<file path="config.mk">
export PLATFORM = sky130hd
export DESIGN_NAME = wnaf_scalar_recoder_flat
export DESIGN_NICKNAME = d
export VERILOG_FILES = /design/src/hdl/wnr_pkg.sv /design/src/hdl/wnr_ifs.sv /design/src/hdl/wnr_limb_store.sv /design/src/hdl/wnr_step_alu.sv /design/src/hdl/wnaf_scalar_recoder.sv /design/src/flat_wrapper.sv
export SDC_FILE = /design/constraint.sdc
export NUM_CORES = 1
export LEC_CHECK = 0
export ABC_AREA = 0
export BUFFER_PORTS_ARGS = -buffer_cell sky130_fd_sc_hd__clkbuf_2
export CAP_MARGIN = 20
export CORE_ASPECT_RATIO = 0.9
export CORE_UTILIZATION = 50
export CTS_CLUSTER_DIAMETER = 30
export DETAILED_ROUTE_END_ITERATION = 6
export PLACE_DENSITY = 0.67
export SYNTH_ARGS = -nofsm -noshare
export SYNTH_HDL_FRONTEND = slang
export SYNTH_SLANG_ARGS = --single-unit
export TNS_END_PERCENT = 5
</file>
<file path="constraint.sdc">
create_clock -name clk -period 8.09 [get_ports clk]
set_clock_uncertainty 0.15 [all_clocks]
set_input_delay 0.809 -clock clk [delete_from_list [all_inputs] [get_ports clk]]
set_output_delay 0.809 -clock clk [all_outputs]
set_load 0.005 [all_outputs]
</file>
<file path="src/hdl/wnr_pkg.sv">
package wnr_pkg;

  localparam int LIMB_W        = 64;
  localparam int DIGIT_W       = 17;
  localparam int WIN_W         = 5;
  localparam int WIN_MAX       = 16;
  localparam int WIN_RESET     = 2;
  localparam int LIMB_SEL_W    = 2;
  localparam int NUM_LIMBS_DEF = 4;

  typedef enum logic [1:0] {
    OP_CLEAR = 2'd0,
    OP_LOAD  = 2'd1,
    OP_EMIT  = 2'd2,
    OP_NONE  = 2'd3
  } op_t;

  // control from the sequencer to the limb store
  typedef struct packed {
    logic clr;
    logic wr_en;
  } store_ctl_t;

endpackage

</file>
<file path="src/hdl/wnr_ifs.sv">
interface wnr_cmd_if import wnr_pkg::*; ();
  logic                  valid;
  logic                  ready;
  logic [1:0]            op;
  logic [LIMB_SEL_W-1:0] limb_index;
  logic [LIMB_W-1:0]     limb_value;

  modport source (output valid, output op, output limb_index, output limb_value, input ready);
  modport sink (input valid, input op, input limb_index, input limb_value, output ready);
endinterface

interface wnr_res_if import wnr_pkg::*; ();
  logic                      valid;
  logic                      ready;
  logic signed [DIGIT_W-1:0] digit;
  logic                      is_last;
  logic                      exhausted;

  modport source (output valid, output digit, output is_last, output exhausted, input ready);
  modport sink (input valid, input digit, input is_last, input exhausted, output ready);
endinterface

</file>
<file path="src/hdl/wnr_limb_store.sv">
module wnr_limb_store import wnr_pkg::*; #(
  parameter int NUM_LIMBS = NUM_LIMBS_DEF,
  parameter int IDX_W     = 2
) (
  input  logic              clk,
  input  logic              rst,
  input  store_ctl_t        ctl,
  input  logic [IDX_W-1:0]  wr_addr,
  input  logic [LIMB_W-1:0] wr_data,
  input  logic [IDX_W-1:0]  rd_addr,
  output logic [LIMB_W-1:0] rd_data,
  output logic [15:0]       low_bits,
  output logic              any_nz
);

  logic [LIMB_W-1:0]    limbs [NUM_LIMBS];
  logic [NUM_LIMBS-1:0] nz;

  always_ff @(posedge clk) begin
    if (ctl.wr_en) begin
      limbs[wr_addr] <= wr_data;
    end
  end

  // a limb whose flag is low reads as zero, so clear needs no sweep
  always_ff @(posedge clk) begin
    if (rst || ctl.clr) begin
      nz <= '0;
    end else if (ctl.wr_en) begin
      nz[wr_addr] <= |wr_data;
    end
  end

  assign rd_data  = nz[rd_addr] ? limbs[rd_addr] : '0;
  assign low_bits = nz[0] ? limbs[0][15:0] : 16'd0;
  assign any_nz   = |nz;

endmodule

</file>
<file path="src/hdl/wnr_step_alu.sv">
module wnr_step_alu import wnr_pkg::*; (
  input  logic [LIMB_W-1:0]  a,
  input  logic [DIGIT_W-1:0] c,
  input  logic               sub,
  output logic [LIMB_W-1:0]  s,
  output logic               c_out
);

  logic [LIMB_W:0] ext_c;
  logic [LIMB_W:0] sum;

  assign ext_c = {{(LIMB_W + 1 - DIGIT_W){1'b0}}, c};
  // top bit is the carry on add and the borrow on subtract
  assign sum   = sub ? ({1'b0, a} - ext_c) : ({1'b0, a} + ext_c);
  assign s     = sum[LIMB_W-1:0];
  assign c_out = sum[LIMB_W];

endmodule

</file>
<file path="src/hdl/wnaf_scalar_recoder.sv">
// Clear and load items finish in idle; an emit on a zero value is answered from idle.
// An emit with a nonzero value is busy through accept, digit setup, a pass for each limb
// through the shared add/subtract-and-shift step, and the top limb write.
// The result register holds one item; a new item is taken once it is free or being taken.
// rst is synchronous, active high: value reads zero, window is 2, no result pending.
module wnaf_scalar_recoder import wnr_pkg::*; #(
  parameter int NUM_LIMBS = NUM_LIMBS_DEF
) (
  input  logic             clk,
  input  logic             rst,
  input  logic             cfg_we,
  input  logic [WIN_W-1:0] cfg_wdata,
  wnr_cmd_if.sink          cmd,
  wnr_res_if.source        res
);

  localparam int IDX_W = (NUM_LIMBS > 1) ? $clog2(NUM_LIMBS) : 1;
  localparam logic [IDX_W-1:0] LAST = IDX_W'(NUM_LIMBS - 1);

  typedef enum logic [3:0] {
    S_IDLE  = 4'b0001,
    S_PREP  = 4'b0010,
    S_SWEEP = 4'b0100,
    S_TOP   = 4'b1000
  } state_t;

  state_t               state;
  logic [WIN_W-1:0]     window;
  logic                 headroom;
  logic [IDX_W-1:0]     cnt;
  logic [DIGIT_W-1:0]   carry;
  logic                 sub_mode;
  logic [LIMB_W-1:0]    prev;
  logic                 acc;
  logic [DIGIT_W-1:0]   digit_hold;
  logic                 ov;
  logic signed [DIGIT_W-1:0] digit_out;
  logic                 last_out;
  logic                 exh_out;

  logic                 accept;
  logic                 is_zero;
  store_ctl_t           ctl;
  logic [IDX_W-1:0]     wr_addr;
  logic [LIMB_W-1:0]    wr_data;
  logic [LIMB_W-1:0]    rd_data;
  logic [15:0]          low_bits;
  logic                 any_nz;
  logic [LIMB_W-1:0]    alu_s;
  logic                 alu_c;

  logic [WIN_W-1:0]     wc;
  logic [DIGIT_W-1:0]   full;
  logic [DIGIT_W-1:0]   half;
  logic [DIGIT_W-1:0]   low;
  logic [DIGIT_W-1:0]   mag;
  logic                 load_ok;
  logic [LIMB_W-1:0]    top_data;
  logic [LIMB_W-1:0]    shift_data;

  assign cmd.ready = (state == S_IDLE) && (!ov || res.ready);
  assign accept    = cmd.valid && cmd.ready;
  assign is_zero   = !any_nz && !headroom;
  assign load_ok   = 32'(cmd.limb_index) < NUM_LIMBS;

  // clamp window to 1..16 and split the low bits
  always_comb begin
    if (window == '0) begin
      wc = WIN_W'(1);
    end else if (window > WIN_W'(WIN_MAX)) begin
      wc = WIN_W'(WIN_MAX);
    end else begin
      wc = window;
    end
    full = DIGIT_W'(1) << wc;
    half = DIGIT_W'(1) << (wc - WIN_W'(1));
    low  = {1'b0, low_bits} & (full - DIGIT_W'(1));
    mag  = full - low;
  end

  wnr_step_alu u_alu (
    .a     (rd_data),
    .c     (carry),
    .sub   (sub_mode),
    .s     (alu_s),
    .c_out (alu_c)
  );

  assign shift_data = {alu_s[0], prev[LIMB_W-1:1]};
  assign top_data   = {headroom ^ carry[0], prev[LIMB_W-1:1]};

  always_comb begin
    ctl.clr   = accept && (op_t'(cmd.op) == OP_CLEAR);
    ctl.wr_en = 1'b0;
    wr_addr   = IDX_W'(cmd.limb_index);
    wr_data   = cmd.limb_value;
    case (state)
      S_IDLE: begin
        ctl.wr_en = accept && (op_t'(cmd.op) == OP_LOAD) && load_ok;
      end
      S_SWEEP: begin
        ctl.wr_en = (cnt != '0);
        wr_addr   = cnt - IDX_W'(1);
        wr_data   = shift_data;
      end
      S_TOP: begin
        ctl.wr_en = 1'b1;
        wr_addr   = LAST;
        wr_data   = top_data;
      end
      default: begin
        ctl.wr_en = 1'b0;
      end
    endcase
  end

  wnr_limb_store #(
    .NUM_LIMBS (NUM_LIMBS),
    .IDX_W     (IDX_W)
  ) u_store (
    .clk      (clk),
    .rst      (rst),
    .ctl      (ctl),
    .wr_addr  (wr_addr),
    .wr_data  (wr_data),
    .rd_addr  (cnt),
    .rd_data  (rd_data),
    .low_bits (low_bits),
    .any_nz   (any_nz)
  );

  always_ff @(posedge clk) begin
    if (rst) begin
      window <= WIN_W'(WIN_RESET);
    end else if (cfg_we) begin
      window <= cfg_wdata;
    end
  end

  always_ff @(posedge clk) begin
    if (rst) begin
      state    <= S_IDLE;
      headroom <= 1'b0;
      ov       <= 1'b0;
    end else begin
      if (res.ready) begin
        ov <= 1'b0;
      end
      case (state)
        S_IDLE: begin
          if (accept && (op_t'(cmd.op) == OP_CLEAR)) begin
            headroom <= 1'b0;
          end else if (accept && (op_t'(cmd.op) == OP_EMIT)) begin
            if (is_zero) begin
              ov <= 1'b1;
            end else begin
              state <= S_PREP;
            end
          end
        end
        S_PREP: begin
          state <= S_SWEEP;
        end
        S_SWEEP: begin
          if (cnt == LAST) begin
            state <= S_TOP;
          end
        end
        S_TOP: begin
          headroom <= 1'b0;
          ov       <= 1'b1;
          state    <= S_IDLE;
        end
        default: begin
          state <= S_IDLE;
        end
      endcase
    end
  end

  always_ff @(posedge clk) begin
    case (state)
      S_IDLE: begin
        // load the exhausted answer only when a zero-value emit is taken
        if (accept && (op_t'(cmd.op) == OP_EMIT) && is_zero) begin
          digit_out <= '0;
          last_out  <= 1'b0;
          exh_out   <= 1'b1;
        end
      end
      S_PREP: begin
        cnt <= '0;
        acc <= 1'b0;
        if (!low_bits[0]) begin
          sub_mode   <= 1'b0;
          carry      <= '0;
          digit_hold <= '0;
        end else if (low > half) begin
          sub_mode   <= 1'b0;
          carry      <= mag;
          digit_hold <= DIGIT_W'(0) - mag;
        end else begin
          sub_mode   <= 1'b1;
          carry      <= low;
          digit_hold <= low;
        end
      end
      S_SWEEP: begin
        carry <= {{(DIGIT_W - 1){1'b0}}, alu_c};
        prev  <= alu_s;
        if (cnt != '0) begin
          acc <= acc | (|shift_data);
        end
        if (cnt != LAST) begin
          cnt <= cnt + IDX_W'(1);
        end
      end
      S_TOP: begin
        digit_out <= digit_hold;
        last_out  <= !(acc | (|top_data));
        exh_out   <= 1'b0;
      end
      default: begin
        acc <= acc;
      end
    endcase
  end

  assign res.valid     = ov;
  assign res.digit     = digit_out;
  assign res.is_last   = last_out;
  assign res.exhausted = exh_out;

  // an exhausted answer carries no digit and no last flag
  a_exh_clean: assert property (@(posedge clk) disable iff (rst)
    res.valid && res.exhausted |-> (res.digit == '0) && !res.is_last)
    else $error("exhausted result with digit or last flag");

  // every nonzero digit is odd
  a_digit_odd: assert property (@(posedge clk) disable iff (rst)
    res.valid && (res.digit != '0) |-> res.digit[0])
    else $error("even nonzero digit");

  // the headroom bit is spent by the halving before the block goes idle
  a_headroom: assert property (@(posedge clk) disable iff (rst)
    $past(state) == S_TOP |-> !headroom && (state == S_IDLE))
    else $error("headroom left after a digit step");

endmodule
</file>
<file path="src/flat_wrapper.sv">
// flat-port wrapper written by rule: the top's interface ports become plain ports
module wnaf_scalar_recoder_flat import wnr_pkg::*;
#(
  parameter int NUM_LIMBS = NUM_LIMBS_DEF
)
  (clk, rst, cfg_we, cfg_wdata, cmd_valid, cmd_op, cmd_limb_index, cmd_limb_value, cmd_ready, res_valid, res_digit, res_is_last, res_exhausted, res_ready);
  wnr_cmd_if cmd_i ();
  wnr_res_if res_i ();
  input  logic clk;
  input  logic rst;
  input  logic cfg_we;
  input  logic [WIN_W-1:0] cfg_wdata;
  input wire logic [$bits(cmd_i.valid)-1:0] cmd_valid;
  input wire logic [$bits(cmd_i.op)-1:0] cmd_op;
  input wire logic [$bits(cmd_i.limb_index)-1:0] cmd_limb_index;
  input wire logic [$bits(cmd_i.limb_value)-1:0] cmd_limb_value;
  output wire logic [$bits(cmd_i.ready)-1:0] cmd_ready;
  output wire logic [$bits(res_i.valid)-1:0] res_valid;
  output wire logic [$bits(res_i.digit)-1:0] res_digit;
  output wire logic [$bits(res_i.is_last)-1:0] res_is_last;
  output wire logic [$bits(res_i.exhausted)-1:0] res_exhausted;
  input wire logic [$bits(res_i.ready)-1:0] res_ready;
  assign cmd_i.valid = cmd_valid;
  assign cmd_i.op = cmd_op;
  assign cmd_i.limb_index = cmd_limb_index;
  assign cmd_i.limb_value = cmd_limb_value;
  assign cmd_ready = cmd_i.ready;
  assign res_valid = res_i.valid;
  assign res_digit = res_i.digit;
  assign res_is_last = res_i.is_last;
  assign res_exhausted = res_i.exhausted;
  assign res_i.ready = res_ready;
  wnaf_scalar_recoder #(.NUM_LIMBS(NUM_LIMBS)) u_core (.clk(clk), .rst(rst), .cfg_we(cfg_we), .cfg_wdata(cfg_wdata), .cmd(cmd_i), .res(res_i));
endmodule
</file>
==> results of run 1 <==
==> cells by family after synthesis <==
group	Yosys count	share of synthesized area, %
compound gates	412	12.67
xor+xnor	83	3.318
fa+ha+maj	90	5.208
buf+inv	136	2.461
flops	392	52.99
mux	75	7.092
other cells	1	0.01711
simple gates	729	16.25
==> synth_stat cells (13+ instances only) <==
cell,count,area (um^2)
nor3_1,32,160.2
a211oi_1,14,105.1
nand4_1,21,131.4
ha_1,88,1101
o21a_1,14,105.1
a21o_1,45,337.8
nor4_1,40,250.2
xnor2_1,62,543.0
and3_1,15,93.84
nand3_1,33,165.2
a31oi_1,20,125.1
nor2b_1,83,519.3
o21bai_1,19,142.6
xor2_1,21,183.9
nand2b_1,14,87.58
a21oi_1,116,580.6
and2_1,24,150.1
nand2_1,318,1194
inv_1,45,168.9
o31ai_1,13,97.59
buf_2,17,85.08
dfxtp_1,16,320.3
mux4_2,64,1441
o21ai_0,59,295.3
edfxtp_1,376,11290
clkbuf_1,59,221.5
nor2_1,101,379.1
==> power breakdown <==
part           switching [uW]  internal [uW]
clock                    1150           2110
combinational             211            103
sequential               15.4           2250
total                    1380           4460
==> final cells by class <==
| class | count | share of cell area [%] |
|---|---|---|
| clock buffer | 98 | 8.491 |
| timing repair buffer | 118 | 2.568 |
| multi-input combinational | 1390 | 38.19 |
| inverter | 48 | 0.7003 |
| sequential | 392 | 45.15 |
| clock inverter | 57 | 2.193 |
| tap | 555 | 2.699 |
| antenna | 1 | 0.009727 |
==> cell usage in the layout (no fill, tap or decap), types with 19 or more instances in the layout <==
master and instances:
a21o_1 45, a21oi_1 116, a31oi_1 20, and2_1 24, buf_4 19, clkbuf_16 84
clkbuf_2 98, edfxtp_1 376, ha_1 88, inv_1 45, mux4_2 64, nand2_1 317
nand3_1 33, nand4_1 21, nor2_1 96, nor2b_1 83, nor3_1 32, nor4_1 40
o21ai_0 59, o21bai_1 19, xnor2_1 62, xor2_1 21
==> routing by layer <==
| layer | wire (um) | vias to the layer above |
|---|---|---|
| met2 | 27290 | 901 |
| met4 | 1275 | 0 |
| met5 | 0 | - |
| li1 | - | 7524 |
| met3 | 7668 | 97 |
| met1 | 30900 | 8244 |
==> registers in the layout, summed over array words and instances, names as in the netlist, named ones only <==
register	count
u_core.u_store.limbs	256
u_core.prev	63
u_core.carry	17
u_core.digit_hold	17
u_core.res.digit	17
u_core.window	5
u_core.state	4
u_core.u_store.nz	4
u_core.cnt	2
u_core.acc	1
u_core.res.exhausted	1
u_core.res.is_last	1
u_core.res.valid	1
u_core.sub_mode	1
==> critical path, delay by kind of cell, from the launching register on <==
family | cells | cell delay [ns]
AND/OR/NAND/NOR | 8 | 1.48
adder cells (fa/ha/maj) | 2 | 1.18
AO/OA/AOI/OAI | 6 | 2.14
flip-flops | 1 | 0.74
==> stage by stage <==
| step | cell area (um^2) | utilization (%) | std cells | power, uW |
|---|---|---|---|---|
| after CTS | 25700 | 59.68 | 2657 | 5868 |
| after global placement | 22950 | 53.29 | 2502 | 2599 |
| final | 25730 | 59.75 | 2659 | 5837 |
| after floorplan | 21910 | - | 1918 | 2500 |
| after detailed placement | 22950 | 53.29 | 2502 | 2603 |
| after global routing | 25720 | 59.74 | 2658 | 5999 |
==> worst max-delay path by stage <==
| stage | slack (ns) | end | start | cells after the start |
|---|---|---|---|---|
| 2_1_floorplan | 2.54 | u_core.u_store.limbs[0][0]$_DFFE_PP_ | u_core.state[0]$_SDFFE_PP1P_ | 6 |
| 3_3_place_gp | 2.42 | u_core.carry[2]$_SDFFCE_PP0P_ | u_core.window[4]$_SDFFE_PP0P_ | 15 |
| 3_5_place_dp | 2.28 | u_core.carry[2]$_SDFFCE_PP0P_ | u_core.window[4]$_SDFFE_PP0P_ | 15 |
| 4_1_cts | 2.27 | u_core.carry[8]$_SDFFCE_PP0P_ | u_core.window[4]$_SDFFE_PP0P_ | 16 |
| 5_1_grt | 1.74 | u_core.carry[8]$_SDFFCE_PP0P_ | u_core.window[4]$_SDFFE_PP0P_ | 16 |
| 6_report | 2.11 | u_core.carry[8]$_SDFFCE_PP0P_ | u_core.window[4]$_SDFFE_PP0P_ | 16 |
==> summary.txt, run 1 <==
Logic synthesis
  • Avg Cell Area, Syn: 11.42 um^2
  • Post-synth net total: 2086
  • Number of synthesized register bits: 392
  • Async SR Flop Fraction: 0%
  • Warnings, synthesis: 0
  • Post-synthesis sequential area ratio: 52.99%
  • Ys flop type: edfxtp_1
  • Synth Instances: 1918
  • Post-synth EDFFs: 376
  • Mapped cell area: 21910 um^2
  • Synth cell types: 94

Timing
  • Slew HR: 26.31%
  • Worst-Margin Slew: 1.105 ns
  • RSZ-0062 raised after global routing: no
  • Final-report setup violation count: 0
  • Setup TNS: 0 ns
  • Fmax: 167.2 MHz
  • Hold slack final: 0.2861 ns
  • Slew Viols, Final: 0
  • Period minus WS final: 5.981 ns
  • Final Cycle Share: 73.93%
  • Final count of hold timing violations: 0
  • Slack of the critical path: 2.109 ns

Placement
  • I/O Buffers: 98
  • Setup slack at placement: 2.282 ns
  • Gpl congestion: 0.9997
  • Dpl hpwl: 48820 um

Setup path
  • RR Endpoint: u_core.carry[8]$_SDFFCE_PP0P_
  • Max incr delay on CP: 0.91 ns
  • Critical Path Start Type: register
  • Worst r2r src: u_core.window[4]$_SDFFE_PP0P_
  • Kind of critical path: reg2reg
  • CP cell instances: nor2_1 > nand2_1 > ha_1 > o21ai_1 > nor2_1 > a21oi_1 > o22ai_1 > and3_1 > ha_1 > nand4_1 > nor3_1 > a21oi_1 > o31a_1 > nor3_1 > o21ba_2 > nor2_1
  • CP Capture Type: register
  • Most used cell, CP: nor2_1
  • Reg-to-reg setup timing slack: 2.11 ns
  • Critical Path Fanout Max: 28
  • Cells on worst reg2reg path: 16
  • Critical path's slowest cell: ha_1
  • Critical path arrival: 6.16 ns
  • Critical Path RT: 8.27 ns

Global routing
  • Met3 usage: 8.592%
  • Grt total ovfl: 0
  • Total track usage: 30.36%
  • First-pass GRT wire length: 100600 um
  • GR Util met1: 48.40%
  • Initial antenna violation count: 2
  • Number of global-route vias before repair: 15680
  • Largest net degree at the start of global routing: 69
  • M2 GR Usage: 40.22%
  • Busiest grt layer: met1

Clock network
  • CTS Hold Buffers Added: 0
  • Post_cts resized: 0
  • CTS Buf Count: 83
  • CTS H-tree lvls: 3
  • Clock buffer depth: 3
  • Clock transition at the registers of the reported paths: 0.04 ns
  • Clk Latency, worst-skew pair: 0.62 ns
  • Clock Sinks: 392
  • Buffer count from post-CTS setup fixing: 0
  • CTS tree: done
  • CTS Root Cell: clkbuf_16

Detailed routing
  • DR iter-0 viols: 1984
  • Post-DRT Antenna Nets: 0
  • Via density: 6.305
  • DR pass1 iterations: 6
  • Total Wirelength: 67130 um
  • Drt wl/cell: 25.25 um
  • Via Count: 16770
  • DR DRC count: 0

Worst hold path
  • Hold path cells: 3
  • Worst min path class: in2reg
  • Hold path start: cfg_wdata[1]
  • Worst Hold Path EP: u_core.window[1]$_SDFFE_PP1P_

Floorplanning
  • Num rows: 72
  • Num ports: 99
  • Chip Width: 222.7 um
  • Initial Util: 50.89%
  • Die Span Y: 200.6 um
  • Die ar.: 44670 um^2
  • Core ar.: 43060 um^2

Power
  • Maximum vdd drop: 0.0001961 V
  • Cell Pwr Density: 226.9 nW/um^2
  • P_leak: 0.009551 uW

Finish
  • Syn-to-layout area delta: 17.41%
  • Fillers: 3557
  • Area of the multi-input gates: 9824 um^2
  • Layout cell share with drive strength beyond 1: 17.40%
  • Number of nets in the layout: 2201
  • FF+latch area: 11620 um^2

Status
  • Status: finished, final reports clean

Flow run
  • Max cap viols: 0
No activity file was read; power rests on OpenSTA's default activity.
==> inputs of run 2 (changes only) <==
PLACE_DENSITY = 0.7   (was 0.67)
clock period = 5.4 ns   (was 8.09 ns; I/O delays follow)
==> run 2 against run 1 <==
Against the previous run: global-route usage rose by 1.4 points; power rose by 55%; combinational power rose by 65%; cell count rose by 2.2%; worst setup slack got worse by 1.8 ns; flip-flop and latch count did not move; first-iteration DRC count fell by 11%; utilization rose by 1.5 points; register-to-register slack got worse by 1.8 ns; non-clock buffer count rose by 55.
==> summary.txt, run 2 (synthesized netlist as in run 1, its figures left out) <==
Global routing
  • Largest net degree at the start of global routing: 69 (unchanged)
  • Grt total ovfl: 0 (unchanged)
  • Initial antenna violation count: 3 (+1)
  • Number of global-route vias before repair: 16340 (+4.2%)
  • First-pass GRT wire length: 104200 um (+3.5%)
  • Total track usage: 31.79% (+1.4 points)

Clock network
  • Clock buffer depth: 3 (unchanged)
  • CTS Root Cell: clkbuf_16
  • Clock transition at the registers of the reported paths: 0.05 ns (about the same)
  • Clock Sinks: 392 (unchanged)
  • CTS tree: done
  • CTS H-tree lvls: 3 (unchanged)
  • Clk Latency, worst-skew pair: 0.64 ns (+0.02 ns)
  • CTS Buf Count: 85 (+2.4%)

Timing
  • Slew HR: 23.04% (-3.3 points)
  • RSZ-0062 raised after global routing: no
  • Slew Viols, Final: 0 (unchanged)
  • Final Cycle Share: 94.56% (+21 points)
  • Fmax: 195.8 MHz (+17%)
  • Final count of hold timing violations: 0 (unchanged)
  • Worst-Margin Slew: 1.152 ns (+0.04639 ns)
  • Final-report setup violation count: 0 (unchanged)
  • Period minus WS final: 5.106 ns (-0.8744 ns)
  • Setup TNS: 0 ns (unchanged)

Detailed routing
  • Drt wl/cell: 26.00 um (+3.0%)
  • Via density: 6.282 (-0.37%)
  • DR pass1 iterations: 6 (unchanged)
  • Total Wirelength: 70680 um (+5.3%)
  • Post-DRT Antenna Nets: 0 (unchanged)
  • DR iter-0 viols: 1760 (-11%)
  • Via Count: 17080 (+1.8%)
  • DR DRC count: 0 (unchanged)

Finish
  • Number of flip-flops under the largest register name: 256 (unchanged)
  • Number of nets in the layout: 2258 (+2.6%)
  • Final core occ: 61.24% (+1.5 points)
  • Final Non-Filler Cells: 2718 (+2.2%)
  • Syn-to-layout area delta: 20.34%
  • Commonest non-fill, non-tap cell in the layout: edfxtp_1
  • Largest reg by FF count: u_core.u_store.limbs
  • N_diodes: 0 (-1)
  • Most frequent cells in the layout: edfxtp_1, nand2_1, a21oi_1
  • Layout cell share with drive strength beyond 1: 20.20% (+2.8 points)
  • Largest registers: u_core.u_store.limbs: 256 flops, u_core.prev: 63 flops
  • Post-route cell area: 26370 um^2 (+2.5%)
  • Fillers: 3496 (-1.7%)

Flow run
  • Max cap viols: 0 (unchanged)

Setup path
  • Critical Path RT: 5.69 ns (-2.58 ns)
  • CP Capture Type: register
  • Kind of critical path: reg2reg
  • Critical path's slowest cell: dfxtp_4
  • Max incr delay on CP: 0.66 ns (-0.25 ns)
  • Critical path arrival: 5.40 ns (-0.76 ns)
  • Critical Path Fanout Max: 20 (-29%)
  • Most used cell, CP: a21oi_1
  • Critical Path Start Type: register
  • CP cell instances: mux4_2 > nor2b_1 > ha_1 > a2111oi_0 > a21oi_1 > o211a_1 > o31ai_1 > a21oi_1 > o211ai_1 > buf_4 > nand2_1 > a311oi_1

Floorplanning
  • Num ports: 99 (unchanged)
  • Die ar.: 44670 um^2 (unchanged)
  • Die Span Y: 200.6 um (unchanged)
  • Num rows: 72 (unchanged)
  • Initial Util: 50.89% (unchanged)
  • Chip Width: 222.7 um (unchanged)
  • Core ar.: 43060 um^2 (unchanged)

Placement
  • Gpl congestion: 1.003 (+0.37%)
  • Post-DP Area: 23410 um^2 (+2.0%)
  • Post-Place Cells: 2554 (+2.1%)
  • I/O Buffers: 98 (unchanged)
  • Dpl hpwl: 51940 um (+6.4%)

Power
  • P_leak: 0.009915 uW (+3.8%)
  • Total power draw: 9031 uW (+55%)
  • Cell Pwr Density: 342.5 nW/um^2 (+51%)
  • Maximum vdd drop: 0.0004202 V (+110%)

Status
  • Status: finished, final reports clean

Worst hold path
  • Worst min path class: in2reg
run 2: worst max-delay path: cells and delay by family (launching register included):
kind | cells | cell delay [ns]
AOI/OAI and AO/OA | 7 | 2.74
adders and majority gates | 1 | 0.37
buffers and inverters | 1 | 0.18
DFF | 1 | 0.66
muxes | 1 | 0.57
and+or+nand+nor | 2 | 0.23
run 2: path summary, 6_finish.rpt:
path                                           start                                 to  slack, ns  cells after the start
setup / recovery                            register          u_core.prev[63]$_DFFE_PP_       0.29                     12
hold / removal                          cfg_wdata[3]      u_core.window[3]$_SDFFE_PP0P_       0.03                      3
setup reg to reg                            register          u_core.prev[63]$_DFFE_PP_       0.29                     12
hold reg to reg   u_core.digit_hold[8]$_SDFFCE_PN0P_  u_core.res.digit[8]$_SDFFCE_PN0P_       0.36                      1
run 2: final cells by class:
cell class                      count  area [um^2]  area share [%]
Tap cell                          555        694.4           2.633
Clock inverter                     68        704.4           2.671
Timing Repair Buffer              173         1139           4.318
Multi-Input combinational cell   1390         9862           37.40
Clock buffer                       92         2175           8.246
Sequential cell                   392        11620           44.05
Inverter                           48        180.2          0.6832
run 2: power breakdown:
group          switching, uW  internal (uW)  total, uW
logic                    343            176        519
registers               13.5           3370       3380
clock network           1760           3370       5130
total                   2120           6910       9030
run 2: metrics by stage:
step           worst slack, ns  hold WS, ns
2_1_floorplan          -0.1550       0.3301
3_3_place_gp         -0.006151       0.3484
3_5_place_dp           0.04272       0.3524
4_1_cts                0.07172      0.01425
5_1_grt               0.008951      0.02317
6_report                0.2938      0.03340
run 2: what timing repair did:
item                                   in CTS  in global routing
pin swaps                                   0                  0
setup buffers                               0                  0
endpoints found under the hold margin       4                  0
gates cloned                                0                  0
setup endpoints to repair                   1                 13
hold buffers                                4                  0
resized for setup                           1                  9
run 2: per-layer routing:
layer	vias up	GRT usage [%]	routed length [um]
met5	-	0	41
met4	6	8.916	1623
met3	114	10.30	7793
met2	853	43.10	28950
met1	8464	48.28	32270
li1	7638	-	-
